File: src/design/ball_track_candidate_gate_unit_defines.svh
// Assertion macros used by the gate unit design file.
`ifndef BALL_TRACK_CANDIDATE_GATE_UNIT_DEFINES_SVH
`define BALL_TRACK_CANDIDATE_GATE_UNIT_DEFINES_SVH

// Concurrent property check, evaluated at every clock edge outside reset.
`define BTCG_ASSERT(lbl, clk, rst, prop, msg) \
  lbl: assert property (@(posedge clk) disable iff (rst) prop) else $error(msg);

// Condition in one cycle implies a consequence in the next cycle.
`define BTCG_ASSERT_NEXT(lbl, clk, rst, ante, cons, msg) \
  lbl: assert property (@(posedge clk) disable iff (rst) (ante) |=> (cons)) else $error(msg);

`endif

File: src/design/btcg_pkg.sv
package btcg_pkg;

  localparam int STEP_WINDOW_DEF   = 5;
  localparam int RADIUS_WINDOW_DEF = 3;

  localparam int TOP_MARGIN    = 80;
  localparam int STEP_FACTOR   = 5;
  localparam int RADIUS_FACTOR = 2;

  localparam int ADDR_W = 5;

  localparam int CORDIC_STEPS = 16;
  localparam int ANG_W        = 27;
  localparam int CXY_W        = 28;

  localparam logic signed [ANG_W-1:0] DEG180 = 27'sd11796480;

  localparam logic signed [ANG_W-1:0] CORDIC_TAB [CORDIC_STEPS] = '{
    27'sd2949120, 27'sd1740967, 27'sd919879, 27'sd466945,
    27'sd234379,  27'sd117304,  27'sd58666,  27'sd29335,
    27'sd14668,   27'sd7334,    27'sd3667,   27'sd1833,
    27'sd917,     27'sd458,     27'sd229,    27'sd115
  };

  localparam logic [15:0] ANGLE_TOL_RST   = 16'd512;
  localparam logic [15:0] DIST_MARGIN_RST = 16'd80;
  localparam logic [3:0]  MISS_LIMIT_RST  = 4'd3;
  localparam logic [3:0]  MISS_MAX        = 4'd15;

  typedef enum logic [2:0] {
    REG_START_X,
    REG_START_Y,
    REG_REF_X,
    REG_REF_Y,
    REG_ANGLE_TOL,
    REG_DIST_MARGIN,
    REG_MISS_LIMIT
  } reg_idx_t;

  typedef enum logic [3:0] {
    ST_IDLE,
    ST_REF_GO,
    ST_REF_WAIT,
    ST_CAND_GO,
    ST_CAND_WAIT,
    ST_MED,
    ST_DECIDE,
    ST_FEND,
    ST_STEP_WAIT,
    ST_HIST,
    ST_SUM,
    ST_DIV,
    ST_OUT
  } state_t;

endpackage

File: src/design/btcg_item_if.sv
interface btcg_item_if;
  logic        valid;
  logic        ready;
  logic [15:0] cand_x;
  logic [15:0] cand_y;
  logic [15:0] cand_radius;
  logic        cand_present;
  logic        frame_end;

  modport source (output valid, cand_x, cand_y, cand_radius, cand_present, frame_end,
                  input ready);
  modport sink (input valid, cand_x, cand_y, cand_radius, cand_present, frame_end,
                output ready);
endinterface

File: src/design/btcg_result_if.sv
interface btcg_result_if;
  logic        valid;
  logic        ready;
  logic [15:0] track_x;
  logic [15:0] track_y;
  logic        ball_found;
  logic [15:0] chosen_radius;
  logic        tracking_over;

  modport source (output valid, track_x, track_y, ball_found, chosen_radius, tracking_over,
                  input ready);
  modport sink (input valid, track_x, track_y, ball_found, chosen_radius, tracking_over,
                output ready);
endinterface

File: src/design/btcg_cordic.sv
module btcg_cordic (
  input  logic                             clk,
  input  logic                             rst,
  input  logic                             start,
  input  logic signed [16:0]               a,
  input  logic signed [16:0]               b,
  output logic                             busy,
  output logic signed [btcg_pkg::ANG_W-1:0] angle
);
  import btcg_pkg::*;

  logic signed [CXY_W-1:0] x, y, xs, ys, ae, be;
  logic signed [ANG_W-1:0] z;
  logic [3:0]              step;

  assign ae = CXY_W'(a) <<< 8;
  assign be = CXY_W'(b) <<< 8;
  assign xs = x >>> step;
  assign ys = y >>> step;
  assign angle = z;

  always_ff @(posedge clk) begin
    if (rst) begin
      busy <= 1'b0;
    end else if (start) begin
      step <= '0;
      busy <= !(a == 17'sd0 && b == 17'sd0);
      if (a == 17'sd0 && b == 17'sd0) begin
        z <= '0;
      end else if (b < 17'sd0) begin
        // Rotate into the right half plane first.
        x <= -be;
        y <= -ae;
        z <= (a >= 17'sd0) ? DEG180 : -DEG180;
      end else begin
        x <= be;
        y <= ae;
        z <= '0;
      end
    end else if (busy) begin
      step <= step + 4'd1;
      if (y > 0) begin
        x <= x + ys;
        y <= y - xs;
        z <= z + CORDIC_TAB[step];
      end else begin
        x <= x - ys;
        y <= y + xs;
        z <= z - CORDIC_TAB[step];
      end
      if (step == 4'(CORDIC_STEPS - 1)) begin
        busy <= 1'b0;
      end
    end
  end

endmodule

File: src/design/btcg_isqrt.sv
module btcg_isqrt (
  input  logic        clk,
  input  logic        rst,
  input  logic        start,
  input  logic [15:0] x1,
  input  logic [15:0] y1,
  input  logic [15:0] x2,
  input  logic [15:0] y2,
  output logic        busy,
  output logic [15:0] root
);
  localparam logic [4:0] CNT_SQ_DX = 5'd18;
  localparam logic [4:0] CNT_SQ_DY = 5'd17;

  logic [15:0] dx, dy, mop;
  logic [31:0] prod;
  logic [33:0] n, res, bitv, trial;
  logic [4:0]  cnt;

  // One multiplier squares dx, then dy; the root is then built two bits of n a cycle.
  assign mop   = (cnt == CNT_SQ_DX) ? dx : dy;
  assign prod  = mop * mop;
  assign bitv  = 34'd1 << {cnt, 1'b0};
  assign trial = res + bitv;
  assign root  = (|res[33:16]) ? 16'hFFFF : res[15:0];

  always_ff @(posedge clk) begin
    if (rst) begin
      busy <= 1'b0;
    end else if (start) begin
      busy <= 1'b1;
      cnt  <= CNT_SQ_DX;
      dx   <= (x1 >= x2) ? x1 - x2 : x2 - x1;
      dy   <= (y1 >= y2) ? y1 - y2 : y2 - y1;
      res  <= '0;
    end else if (busy) begin
      cnt <= cnt - 5'd1;
      if (cnt == CNT_SQ_DX) begin
        n <= 34'(prod);
      end else if (cnt == CNT_SQ_DY) begin
        n <= n + 34'(prod);
      end else begin
        if (n >= trial) begin
          n   <= n - trial;
          res <= (res >> 1) + bitv;
        end else begin
          res <= res >> 1;
        end
        if (cnt == 5'd0) begin
          busy <= 1'b0;
        end
      end
    end
  end

endmodule

File: src/design/ball_track_candidate_gate_unit.sv
// Ball track candidate gate. Blob candidates arrive one beat each on the item channel,
// grouped into frames by frame_end; every frame end yields one result beat with the new
// track point, or the held point when no candidate passed the gates. The block takes one
// item at a time. For each candidate beat a 16-step CORDIC and a square root run side
// by side, once for the start-reference pair and once for the candidate, and the
// square root sets the pace; once more than STEP_WINDOW steps are recorded, a sweep of
// the step history for its median follows. At a frame end the step length needs one
// more square root when a candidate was kept, and the mean radius comes from a
// reciprocal multiply. An empty item that does not end a frame is taken and dropped.
// The result sits in an output register, so a pending result beat only holds the
// block when the next result is ready to be written. Writing start_x or start_y
// restarts the track; after the miss limit is reached every item is dropped until
// such a restart or reset.
`include "ball_track_candidate_gate_unit_defines.svh"

module ball_track_candidate_gate_unit #(
  parameter int STEP_WINDOW   = btcg_pkg::STEP_WINDOW_DEF,
  parameter int RADIUS_WINDOW = btcg_pkg::RADIUS_WINDOW_DEF
) (
  input  logic                        clk,
  input  logic                        rst,
  btcg_item_if.sink                   item,
  btcg_result_if.source               result,
  input  logic                        psel,
  input  logic                        penable,
  input  logic                        pwrite,
  input  logic [btcg_pkg::ADDR_W-1:0] paddr,
  input  logic [31:0]                 pwdata,
  output logic [31:0]                 prdata,
  output logic                        pready
);
  import btcg_pkg::*;

  localparam int SC_W   = $clog2(STEP_WINDOW + 2);
  localparam int SI_W   = $clog2(STEP_WINDOW);
  localparam int RK_W   = $clog2(STEP_WINDOW + 1);
  localparam int RC_W   = $clog2(RADIUS_WINDOW + 1);
  localparam int SUM_W  = 16 + $clog2(RADIUS_WINDOW);
  localparam int DIV_K  = SUM_W + 4;
  localparam logic [DIV_K:0] DIV_RECIP = (DIV_K+1)'(
    ((longint'(1) << DIV_K) + longint'(RADIUS_WINDOW) - 1) / longint'(RADIUS_WINDOW));
  localparam int MID_LO = (STEP_WINDOW - 1) / 2;
  localparam int MID_HI = STEP_WINDOW / 2;

  // Configuration.
  logic [15:0] start_x, start_y, ref_x, ref_y, angle_tol, dist_margin;
  logic [3:0]  miss_limit;
  logic        wr, wr_restart;
  reg_idx_t    widx;

  // Track state.
  logic [15:0]     last_x, last_y, mean_radius, best_radius, best_x, best_y;
  logic [15:0]     step_hist [STEP_WINDOW];
  logic [15:0]     rad_hist  [RADIUS_WINDOW];
  logic [SC_W-1:0] step_count;
  logic [RC_W-1:0] radius_count;
  logic [3:0]      miss_count;
  logic            halted;

  // Item and work registers.
  logic [15:0]              cx, cy, cr, dref, med_lo, med_hi;
  logic                     cpres, cfend;
  logic signed [ANG_W-1:0]  zref;
  logic [SI_W-1:0]          med_idx;
  logic [SUM_W-1:0]         dv, rsum;
  logic [SUM_W+DIV_K:0]     quot_prod;

  state_t state, state_next;

  // Shared units.
  logic                     cordic_start, cordic_busy, sqrt_start, sqrt_busy, units_idle;
  logic [15:0]              cord_px, cord_py, sq_x1, sq_y1, sq_x2, sq_y2, sqrt_root;
  logic signed [16:0]       cord_a, cord_b;
  logic signed [ANG_W-1:0]  cord_angle;

  // Decision signals.
  logic                     found, keep, over, result_load, med_last;
  logic                     g_top, g_ang, g_max, g_med, g_rad, g_y;
  logic signed [ANG_W:0]    dz;
  logic [ANG_W:0]           adz;
  logic [16:0]              med;
  logic [15:0]              sj;
  logic [RK_W-1:0]          lt_cnt, le_cnt;
  logic [3:0]               lim;

  // ---------------- configuration port ----------------
  assign pready     = 1'b1;
  assign wr         = psel && penable && pwrite;
  assign widx       = reg_idx_t'(paddr[ADDR_W-1:2]);
  assign wr_restart = wr && (widx == REG_START_X || widx == REG_START_Y);

  always_ff @(posedge clk) begin
    if (rst) begin
      start_x     <= '0;
      start_y     <= '0;
      ref_x       <= '0;
      ref_y       <= '0;
      angle_tol   <= ANGLE_TOL_RST;
      dist_margin <= DIST_MARGIN_RST;
      miss_limit  <= MISS_LIMIT_RST;
    end else if (wr) begin
      unique case (widx)
        REG_START_X:     start_x     <= pwdata[15:0];
        REG_START_Y:     start_y     <= pwdata[15:0];
        REG_REF_X:       ref_x       <= pwdata[15:0];
        REG_REF_Y:       ref_y       <= pwdata[15:0];
        REG_ANGLE_TOL:   angle_tol   <= pwdata[15:0];
        REG_DIST_MARGIN: dist_margin <= pwdata[15:0];
        REG_MISS_LIMIT:  miss_limit  <= pwdata[3:0];
        default: ;
      endcase
    end
  end

  always_comb begin
    unique case (widx)
      REG_START_X:     prdata = {16'd0, start_x};
      REG_START_Y:     prdata = {16'd0, start_y};
      REG_REF_X:       prdata = {16'd0, ref_x};
      REG_REF_Y:       prdata = {16'd0, ref_y};
      REG_ANGLE_TOL:   prdata = {16'd0, angle_tol};
      REG_DIST_MARGIN: prdata = {16'd0, dist_margin};
      REG_MISS_LIMIT:  prdata = {28'd0, miss_limit};
      default:         prdata = '0;
    endcase
  end

  // ---------------- shared units ----------------
  assign cord_px = (state == ST_REF_GO) ? ref_x : cx;
  assign cord_py = (state == ST_REF_GO) ? ref_y : cy;
  assign cord_a  = $signed({1'b0, start_x}) - $signed({1'b0, cord_px});
  assign cord_b  = $signed({1'b0, start_y}) - $signed({1'b0, cord_py});

  always_comb begin
    priority if (state == ST_REF_GO) begin
      sq_x1 = start_x;
      sq_y1 = start_y;
      sq_x2 = ref_x;
      sq_y2 = ref_y;
    end else if (state == ST_CAND_GO) begin
      sq_x1 = cx;
      sq_y1 = cy;
      sq_x2 = last_x;
      sq_y2 = last_y;
    end else begin
      sq_x1 = best_x;
      sq_y1 = best_y;
      sq_x2 = last_x;
      sq_y2 = last_y;
    end
  end

  btcg_cordic u_cordic (
    .clk   (clk),
    .rst   (rst),
    .start (cordic_start),
    .a     (cord_a),
    .b     (cord_b),
    .busy  (cordic_busy),
    .angle (cord_angle)
  );

  btcg_isqrt u_isqrt (
    .clk   (clk),
    .rst   (rst),
    .start (sqrt_start),
    .x1    (sq_x1),
    .y1    (sq_y1),
    .x2    (sq_x2),
    .y2    (sq_y2),
    .busy  (sqrt_busy),
    .root  (sqrt_root)
  );

  assign units_idle = !cordic_busy && !sqrt_busy;

  // ---------------- median sweep ----------------
  // Entry j is the k-th smallest when fewer than k+1 entries lie below it and more
  // than k lie at or below it.
  assign sj = step_hist[med_idx];

  always_comb begin
    lt_cnt = '0;
    le_cnt = '0;
    for (int k = 0; k < STEP_WINDOW; k++) begin
      lt_cnt = lt_cnt + RK_W'(step_hist[k] < sj);
      le_cnt = le_cnt + RK_W'(step_hist[k] <= sj);
    end
  end

  assign med_last = (med_idx == SI_W'(STEP_WINDOW - 1));

  // ---------------- gates ----------------
  assign med   = (17'(med_lo) + 17'(med_hi)) >> 1;
  assign dz    = (ANG_W+1)'(cord_angle) - (ANG_W+1)'(zref);
  assign adz   = dz[ANG_W] ? (ANG_W+1)'(-dz) : (ANG_W+1)'(dz);
  assign g_top = (17'(cy) + 17'(TOP_MARGIN)) <= 17'(start_y);
  assign g_ang = adz <= (ANG_W+1)'({angle_tol, 8'd0});
  assign g_max = 17'(sqrt_root) <= 17'(dref) + 17'(dist_margin);
  assign g_med = (step_count <= SC_W'(STEP_WINDOW)) ||
                 (19'(sqrt_root) <= 19'(med[15:0] * STEP_FACTOR));
  assign g_rad = (mean_radius == 16'd0) || (17'(cr) <= 17'(mean_radius * RADIUS_FACTOR));
  assign g_y   = cy < last_y;
  assign keep  = cpres && g_top && g_ang && g_max && g_med && g_rad && g_y &&
                 (best_radius < cr);

  assign found = best_radius != 16'd0;
  assign lim   = (miss_limit == 4'd0) ? 4'd1 : miss_limit;
  assign over  = miss_count >= lim;

  // ---------------- mean radius ----------------
  always_comb begin
    rsum = '0;
    for (int i = 0; i < RADIUS_WINDOW; i++) begin
      rsum = rsum + SUM_W'(rad_hist[i]);
    end
  end

  // The reciprocal is rounded up with enough spare bits that the floor of the product
  // equals the floor of the quotient for every sum the window can hold.
  assign quot_prod = dv * DIV_RECIP;

  // ---------------- sequencer ----------------
  always_ff @(posedge clk) begin
    if (rst) begin
      state <= ST_IDLE;
    end else begin
      state <= state_next;
    end
  end

  always_comb begin
    state_next = state;
    unique case (state)
      ST_IDLE: begin
        if (item.valid && !halted) begin
          priority if (item.cand_present) begin
            state_next = ST_REF_GO;
          end else if (item.frame_end) begin
            state_next = ST_FEND;
          end
        end
      end
      ST_REF_GO:    state_next = ST_REF_WAIT;
      ST_REF_WAIT:  if (units_idle) state_next = ST_CAND_GO;
      ST_CAND_GO:   state_next = ST_CAND_WAIT;
      ST_CAND_WAIT: begin
        if (units_idle) begin
          state_next = (step_count > SC_W'(STEP_WINDOW)) ? ST_MED : ST_DECIDE;
        end
      end
      ST_MED:       if (med_last) state_next = ST_DECIDE;
      ST_DECIDE:    state_next = cfend ? ST_FEND : ST_IDLE;
      ST_FEND:      state_next = found ? ST_STEP_WAIT : ST_HIST;
      ST_STEP_WAIT: if (!sqrt_busy) state_next = ST_HIST;
      ST_HIST:      state_next = ST_SUM;
      ST_SUM: begin
        state_next = (radius_count >= RC_W'(RADIUS_WINDOW)) ? ST_DIV : ST_OUT;
      end
      ST_DIV:       state_next = ST_OUT;
      ST_OUT:       if (result_load) state_next = ST_IDLE;
      default:      state_next = ST_IDLE;
    endcase
  end

  always_comb begin
    item.ready   = (state == ST_IDLE);
    cordic_start = (state == ST_REF_GO) || (state == ST_CAND_GO);
    sqrt_start   = cordic_start || ((state == ST_FEND) && found);
    result_load  = (state == ST_OUT) && (!result.valid || result.ready);
  end

  // ---------------- work registers ----------------
  always_ff @(posedge clk) begin
    if (state == ST_IDLE && item.valid) begin
      cx    <= item.cand_x;
      cy    <= item.cand_y;
      cr    <= item.cand_radius;
      cpres <= item.cand_present;
      cfend <= item.frame_end;
    end
    if (state == ST_REF_WAIT && units_idle) begin
      zref <= cord_angle;
      dref <= sqrt_root;
    end
    if (state == ST_CAND_GO) begin
      med_idx <= '0;
    end
    if (state == ST_MED) begin
      med_idx <= med_idx + 1'b1;
      if (lt_cnt <= RK_W'(MID_LO) && RK_W'(MID_LO) < le_cnt) begin
        med_lo <= sj;
      end
      if (lt_cnt <= RK_W'(MID_HI) && RK_W'(MID_HI) < le_cnt) begin
        med_hi <= sj;
      end
    end
    if (state == ST_SUM) begin
      dv <= rsum;
    end
  end

  // ---------------- track state ----------------
  always_ff @(posedge clk) begin
    if (rst) begin
      last_x       <= '0;
      last_y       <= '0;
      step_count   <= '0;
      radius_count <= '0;
      mean_radius  <= '0;
      miss_count   <= '0;
      best_radius  <= '0;
      best_x       <= '0;
      best_y       <= '0;
      halted       <= 1'b0;
    end else if (wr_restart) begin
      last_x       <= (widx == REG_START_X) ? pwdata[15:0] : start_x;
      last_y       <= (widx == REG_START_Y) ? pwdata[15:0] : start_y;
      step_count   <= '0;
      radius_count <= '0;
      mean_radius  <= '0;
      miss_count   <= '0;
      best_radius  <= '0;
      best_x       <= '0;
      best_y       <= '0;
      halted       <= 1'b0;
    end else begin
      case (state)
        ST_DECIDE: begin
          if (keep) begin
            best_radius <= cr;
            best_x      <= cx;
            best_y      <= cy;
          end
        end
        ST_HIST: begin
          if (found) begin
            for (int i = STEP_WINDOW - 1; i > 0; i--) begin
              step_hist[i] <= step_hist[i-1];
            end
            step_hist[0] <= sqrt_root;
            if (step_count < SC_W'(STEP_WINDOW + 1)) begin
              step_count <= step_count + 1'b1;
            end
            for (int i = RADIUS_WINDOW - 1; i > 0; i--) begin
              rad_hist[i] <= rad_hist[i-1];
            end
            rad_hist[0] <= best_radius;
            if (radius_count < RC_W'(RADIUS_WINDOW)) begin
              radius_count <= radius_count + 1'b1;
            end
            miss_count <= '0;
            last_x     <= best_x;
            last_y     <= best_y;
          end else if (miss_count != MISS_MAX) begin
            miss_count <= miss_count + 4'd1;
          end
        end
        ST_DIV: begin
          mean_radius <= quot_prod[DIV_K +: 16];
        end
        ST_OUT: begin
          if (result_load) begin
            best_radius <= '0;
            best_x      <= '0;
            best_y      <= '0;
            halted      <= over;
          end
        end
        default: ;
      endcase
    end
  end

  // ---------------- result register ----------------
  always_ff @(posedge clk) begin
    if (rst) begin
      result.valid <= 1'b0;
    end else if (result_load) begin
      result.valid <= 1'b1;
    end else if (result.ready) begin
      result.valid <= 1'b0;
    end
  end

  always_ff @(posedge clk) begin
    if (result_load) begin
      result.track_x       <= last_x;
      result.track_y       <= last_y;
      result.ball_found    <= found;
      result.chosen_radius <= best_radius;
      result.tracking_over <= over;
    end
  end

  // ---------------- checks ----------------
  `BTCG_ASSERT(a_units_idle, clk, rst, (state == ST_IDLE) |-> units_idle, "unit busy in idle")
  `BTCG_ASSERT_NEXT(a_halt_drop, clk, rst, item.valid && item.ready && halted && !wr_restart, state == ST_IDLE, "halted item not dropped")
  `BTCG_ASSERT_NEXT(a_best_clear, clk, rst, result_load, best_radius == 16'd0, "best not cleared after result")

endmodule
File: src/flat_wrapper.sv
// flat-port wrapper written by rule: the top's interface ports become plain ports
module ball_track_candidate_gate_unit_flat import btcg_pkg::*;
#(
  parameter int STEP_WINDOW   = btcg_pkg::STEP_WINDOW_DEF,
  parameter int RADIUS_WINDOW = btcg_pkg::RADIUS_WINDOW_DEF
)
  (clk, rst, psel, penable, pwrite, paddr, pwdata, prdata, pready, item_valid, item_cand_x, item_cand_y, item_cand_radius, item_cand_present, item_frame_end, item_ready, result_valid, result_track_x, result_track_y, result_ball_found, result_chosen_radius, result_tracking_over, result_ready);
  btcg_item_if item_i ();
  btcg_result_if result_i ();
  input  logic clk;
  input  logic rst;
  input  logic psel;
  input  logic penable;
  input  logic pwrite;
  input  logic [btcg_pkg::ADDR_W-1:0] paddr;
  input  logic [31:0] pwdata;
  output logic [31:0] prdata;
  output logic pready;
  input wire logic [$bits(item_i.valid)-1:0] item_valid;
  input wire logic [$bits(item_i.cand_x)-1:0] item_cand_x;
  input wire logic [$bits(item_i.cand_y)-1:0] item_cand_y;
  input wire logic [$bits(item_i.cand_radius)-1:0] item_cand_radius;
  input wire logic [$bits(item_i.cand_present)-1:0] item_cand_present;
  input wire logic [$bits(item_i.frame_end)-1:0] item_frame_end;
  output wire logic [$bits(item_i.ready)-1:0] item_ready;
  output wire logic [$bits(result_i.valid)-1:0] result_valid;
  output wire logic [$bits(result_i.track_x)-1:0] result_track_x;
  output wire logic [$bits(result_i.track_y)-1:0] result_track_y;
  output wire logic [$bits(result_i.ball_found)-1:0] result_ball_found;
  output wire logic [$bits(result_i.chosen_radius)-1:0] result_chosen_radius;
  output wire logic [$bits(result_i.tracking_over)-1:0] result_tracking_over;
  input wire logic [$bits(result_i.ready)-1:0] result_ready;
  assign item_i.valid = item_valid;
  assign item_i.cand_x = item_cand_x;
  assign item_i.cand_y = item_cand_y;
  assign item_i.cand_radius = item_cand_radius;
  assign item_i.cand_present = item_cand_present;
  assign item_i.frame_end = item_frame_end;
  assign item_ready = item_i.ready;
  assign result_valid = result_i.valid;
  assign result_track_x = result_i.track_x;
  assign result_track_y = result_i.track_y;
  assign result_ball_found = result_i.ball_found;
  assign result_chosen_radius = result_i.chosen_radius;
  assign result_tracking_over = result_i.tracking_over;
  assign result_i.ready = result_ready;
  ball_track_candidate_gate_unit #(.STEP_WINDOW(STEP_WINDOW), .RADIUS_WINDOW(RADIUS_WINDOW)) u_core (.clk(clk), .rst(rst), .item(item_i), .result(result_i), .psel(psel), .penable(penable), .pwrite(pwrite), .paddr(paddr), .pwdata(pwdata), .prdata(prdata), .pready(pready));
endmodule
File: config.mk
export PLATFORM = sky130hd
export DESIGN_NAME = ball_track_candidate_gate_unit_flat
export DESIGN_NICKNAME = d
export VERILOG_FILES = /design/src/design/btcg_pkg.sv /design/src/design/btcg_item_if.sv /design/src/design/btcg_result_if.sv /design/src/design/btcg_cordic.sv /design/src/design/btcg_isqrt.sv /design/src/design/ball_track_candidate_gate_unit.sv /design/src/flat_wrapper.sv
export VERILOG_INCLUDE_DIRS = /design/src /design/src/design
export SDC_FILE = /design/constraint.sdc
export NUM_CORES = 2
export LEC_CHECK = 0
export BUFFER_PORTS_ARGS = -buffer_cell sky130_fd_sc_hd__buf_2
export CORE_MARGIN = 1
export CORE_UTILIZATION = 60
export DETAILED_ROUTE_END_ITERATION = 8
export PLACE_DENSITY = 0.74
export REMOVE_ABC_BUFFERS = 1
export SLEW_MARGIN = 20
export SYNTH_ARGS = -nofsm -noshare
export SYNTH_HDL_FRONTEND = slang
export SYNTH_SLANG_ARGS = --single-unit
File: constraint.sdc
create_clock -name clk -period 12.2 [get_ports clk]
set_input_delay 0 -clock clk [delete_from_list [all_inputs] [get_ports clk]]
set_output_delay 0 -clock clk [all_outputs]
set_load 0.02 [all_outputs]
==> flow_summary.json <==
{
  "ioPinCount": 179,
  "worst_pin_slew_ns": 1.21,
  "root_buffer": "clkbuf_16",
  "syn_area_per_cell_um2": 9.16,
  "start_util_pct": 60.6,
  "finalWirelength_um": 202000,
  "reg2reg_from": "u_core.u_isqrt.cnt[0]$_SDFFCE_PP0P_",
  "worstSetupEndpointType": "flip-flop",
  "hold_class": "in2reg",
  "r2r_cells": 33,
  "cp.arrival_ns": 11.19,
  "violations": "design-rule violations",
  "min_period_over_period_pct": 87.6,
  "drcViolationCount": 6,
  "setup_violations": 0,
  "dp_hpwl_um": 155000,
  "ys_async_sr_fraction_pct": 0,
  "crit_fanout": 48,
  "rows": 123,
  "synthAdderAreaFrac_pct": 23.1,
  "worst_hold_path.endpoint": "u_core.cy[11]$_DFFE_PP_",
  "yosys.area.top_type_share_pct": 22.0,
  "hold_buffers": 73,
  "seq_area_frac_synth_pct": 28.3,
  "place_congestion": 1.02,
  "clkTransAtPathRegs_ns": 0.06,
  "synth-seq-cells": 716,
  "synth-edff-count": 500,
  "startpoint": "u_core.u_isqrt.cnt[0]$_SDFFCE_PP0P_",
  "synth_compound_area_share_pct": 17.5,
  "synth_area_leaders": "edfxtp_1, ha_1, fa_1, dfxtp_1, a21oi_1",
  "cts_resized": 0,
  "synth.cell_area_mm2": 0.0683,
  "ant_nets": 0,
  "vias": 57700,
  "core_mm2": 0.113,
  "antenna_found_initial": 13,
  "drv_slew": 0,
  "clock-sinks": 716,
  "path_class": "reg2reg",
  "grt_max_degree": 83,
  "die_area_mm2": 0.115,
  "layout_commonest_cell": "ha_1",
  "fp.dieW_um": 339,
  "reg2reg_to": "u_core.u_isqrt.n[30]$_DFFE_PP_",
  "fp.dieH_um": 339,
  "cp-start-kind": "flip-flop",
  "hold_depth": 2,
  "synth_ff_type": "edfxtp_1",
  "detail_route.wl_per_cell_um": 22.2,
  "synth.area.mux_share_pct": 5.28,
  "synth_top_family_by_area": "adder cells",
  "first_global_vias": 55500,
  "vias_per_cell": 6.33,
  "crit_top_cell": "fa_1",
  "syn2layout_area_growth_pct": 8.24,
  "yosys_warnings": 0,
  "cts.path.max_buffers": 3,
  "syn_inst": 7456,
  "fmax_mhz": 93.6,
  "synth_largest_area_cell": "edfxtp_1",
  "fin_nets": 8729,
  "relSlewSlack_pct": 19.2,
  "ys_types": 98,
  "cts_tree": "built",
  "final_cell_mix": "ha_1, inv_1, nand2_1, a21oi_1, nor2_1",
  "reg2reg_setup_slack_ns": 1.52,
  "dr.pass1.iters": 9,
  "drt_iter0_drc": 6217,
  "overflow": 0,
  "synth-simple-area-share_pct": 14.0,
  "required_ns": 12.71,
  "drive_above_1_share_pct": 7.45,
  "htree_levels": 3,
  "grt_pass1_wl_um": 314000,
  "finalHoldViolCount": 0,
  "rsz0062_at_grt": "false",
  "clock_skew_ns": 0.0314,
  "postCtsSetupRepairBufs": 0,
  "crit_path_max_incr_delay_ns": 0.90,
  "io_buffer_count": 143,
  "period_minus_slack_ns": 10.68,
  "hold_slack_ns": 0.0361,
  "grt.total_usage_pct": 34.5,
  "status": "complete, but fails checks",
  "min-delay-start": "item_cand_y[11]",
  "worstSkewPairLatency_ns": 0.68,
  "fin_tns_setup_ns": 0,
  "cap_violations": 0,
  "slowest_stage": "mux2i_1",
  "synth-xor-area-share_pct": 6.07,
  "cts_buffers": 84
}
## stage by stage
stage,utilization (%),instance area [µm²],instances,setup WS (ns)
detailed placement,62.5,70400,8881,1.61
global route,65.6,73900,9110,0.916
finish,65.6,73900,9114,1.52
CTS,65.6,73900,9108,1.55
floorplan,-,67100,7161,1.60
global placement,62.5,70400,8881,1.90
## area by class of cell
type | instances | area [µm²]
repair buffers | 294 | 2030
multi-input cells | 5744 | 45300
clock inverters | 45 | 542
fillers | 9227 | 38700
inverters | 701 | 2630
clock buffers | 109 | 2230
flip-flops and latches | 716 | 19300
well taps | 1500 | 1880
diodes | 5 | 12.5
## state kept, by name, indices dropped and copies added, names as in the netlist, 18 cells and up, named ones only
| register | flops |
|---|---|
| u_core.step_hist | 80 |
| u_core.rad_hist | 48 |
| u_core.u_isqrt.n | 34 |
| u_core.u_isqrt.res | 34 |
| u_core.u_cordic.x | 28 |
| u_core.u_cordic.y | 28 |
| u_core.u_cordic.angle | 27 |
| u_core.zref | 27 |
| u_core.dv | 18 |
## worst max-delay path by stage
stage	endpoint
after detailed placement	u_core.u_isqrt.n[30]$_DFFE_PP_
after floorplan	u_core.u_isqrt.n[30]$_DFFE_PP_
after global routing	u_core.u_isqrt.n[29]$_DFFE_PP_
final	u_core.u_isqrt.n[30]$_DFFE_PP_
after global placement	u_core.u_isqrt.n[30]$_DFFE_PP_
after CTS	u_core.u_isqrt.n[30]$_DFFE_PP_
## cell usage after synthesis, types with 93 or more instances
| cell type | count |
|---|---|
| a21o_1 | 217 |
| a21oi_1 | 633 |
| and3_1 | 118 |
| clkbuf_1 | 225 |
| dfxtp_1 | 216 |
| edfxtp_1 | 500 |
| fa_1 | 275 |
| ha_1 | 819 |
| inv_1 | 696 |
| mux2i_1 | 140 |
| nand2_1 | 679 |
| nand2b_1 | 93 |
| nand4_1 | 122 |
| nor2_1 | 567 |
| o21ai_0 | 318 |
| xnor2_1 | 278 |
| xor2_1 | 195 |
## logic make-up (layout without fill, tap and decap cells)
logic type,Yosys count,after routing
simple gates,2041,2041
compound gates,1860,1860
fa+ha+maj,1095,1095
buf+inv,1011,1149
flops,716,716
xor+xnor,473,473
mux,258,258
other cells,2,22
## metal layers
layer | vias to the layer above | share of wire, % | wire [µm] | global-route usage (%)
met3 | 400 | 10 | 20400 | 7.25
met4 | 10 | 3.8 | 7690 | 12.7
met2 | 2634 | 43 | 86600 | 51.6
met5 | - | 0.098 | 198 | 0
met1 | 27800 | 43 | 87400 | 49.1
li1 | 26900 | - | - | -
## critical path, delay by kind of cell (launching register included)
family / cells / cell delay, ns
AO/OA/AOI/OAI: 10 / 2.30
XOR/XNOR: 1 / 0.23
flip-flops: 1 / 0.43
multiplexers: 1 / 0.90
buffers and inverters: 6 / 1.26
adder cells (fa/ha/maj): 9 / 3.89
AND/OR/NAND/NOR: 6 / 1.46
Power is not shown: default switching activity piles up to over one toggle a cycle in this logic, so the estimate is an artifact.
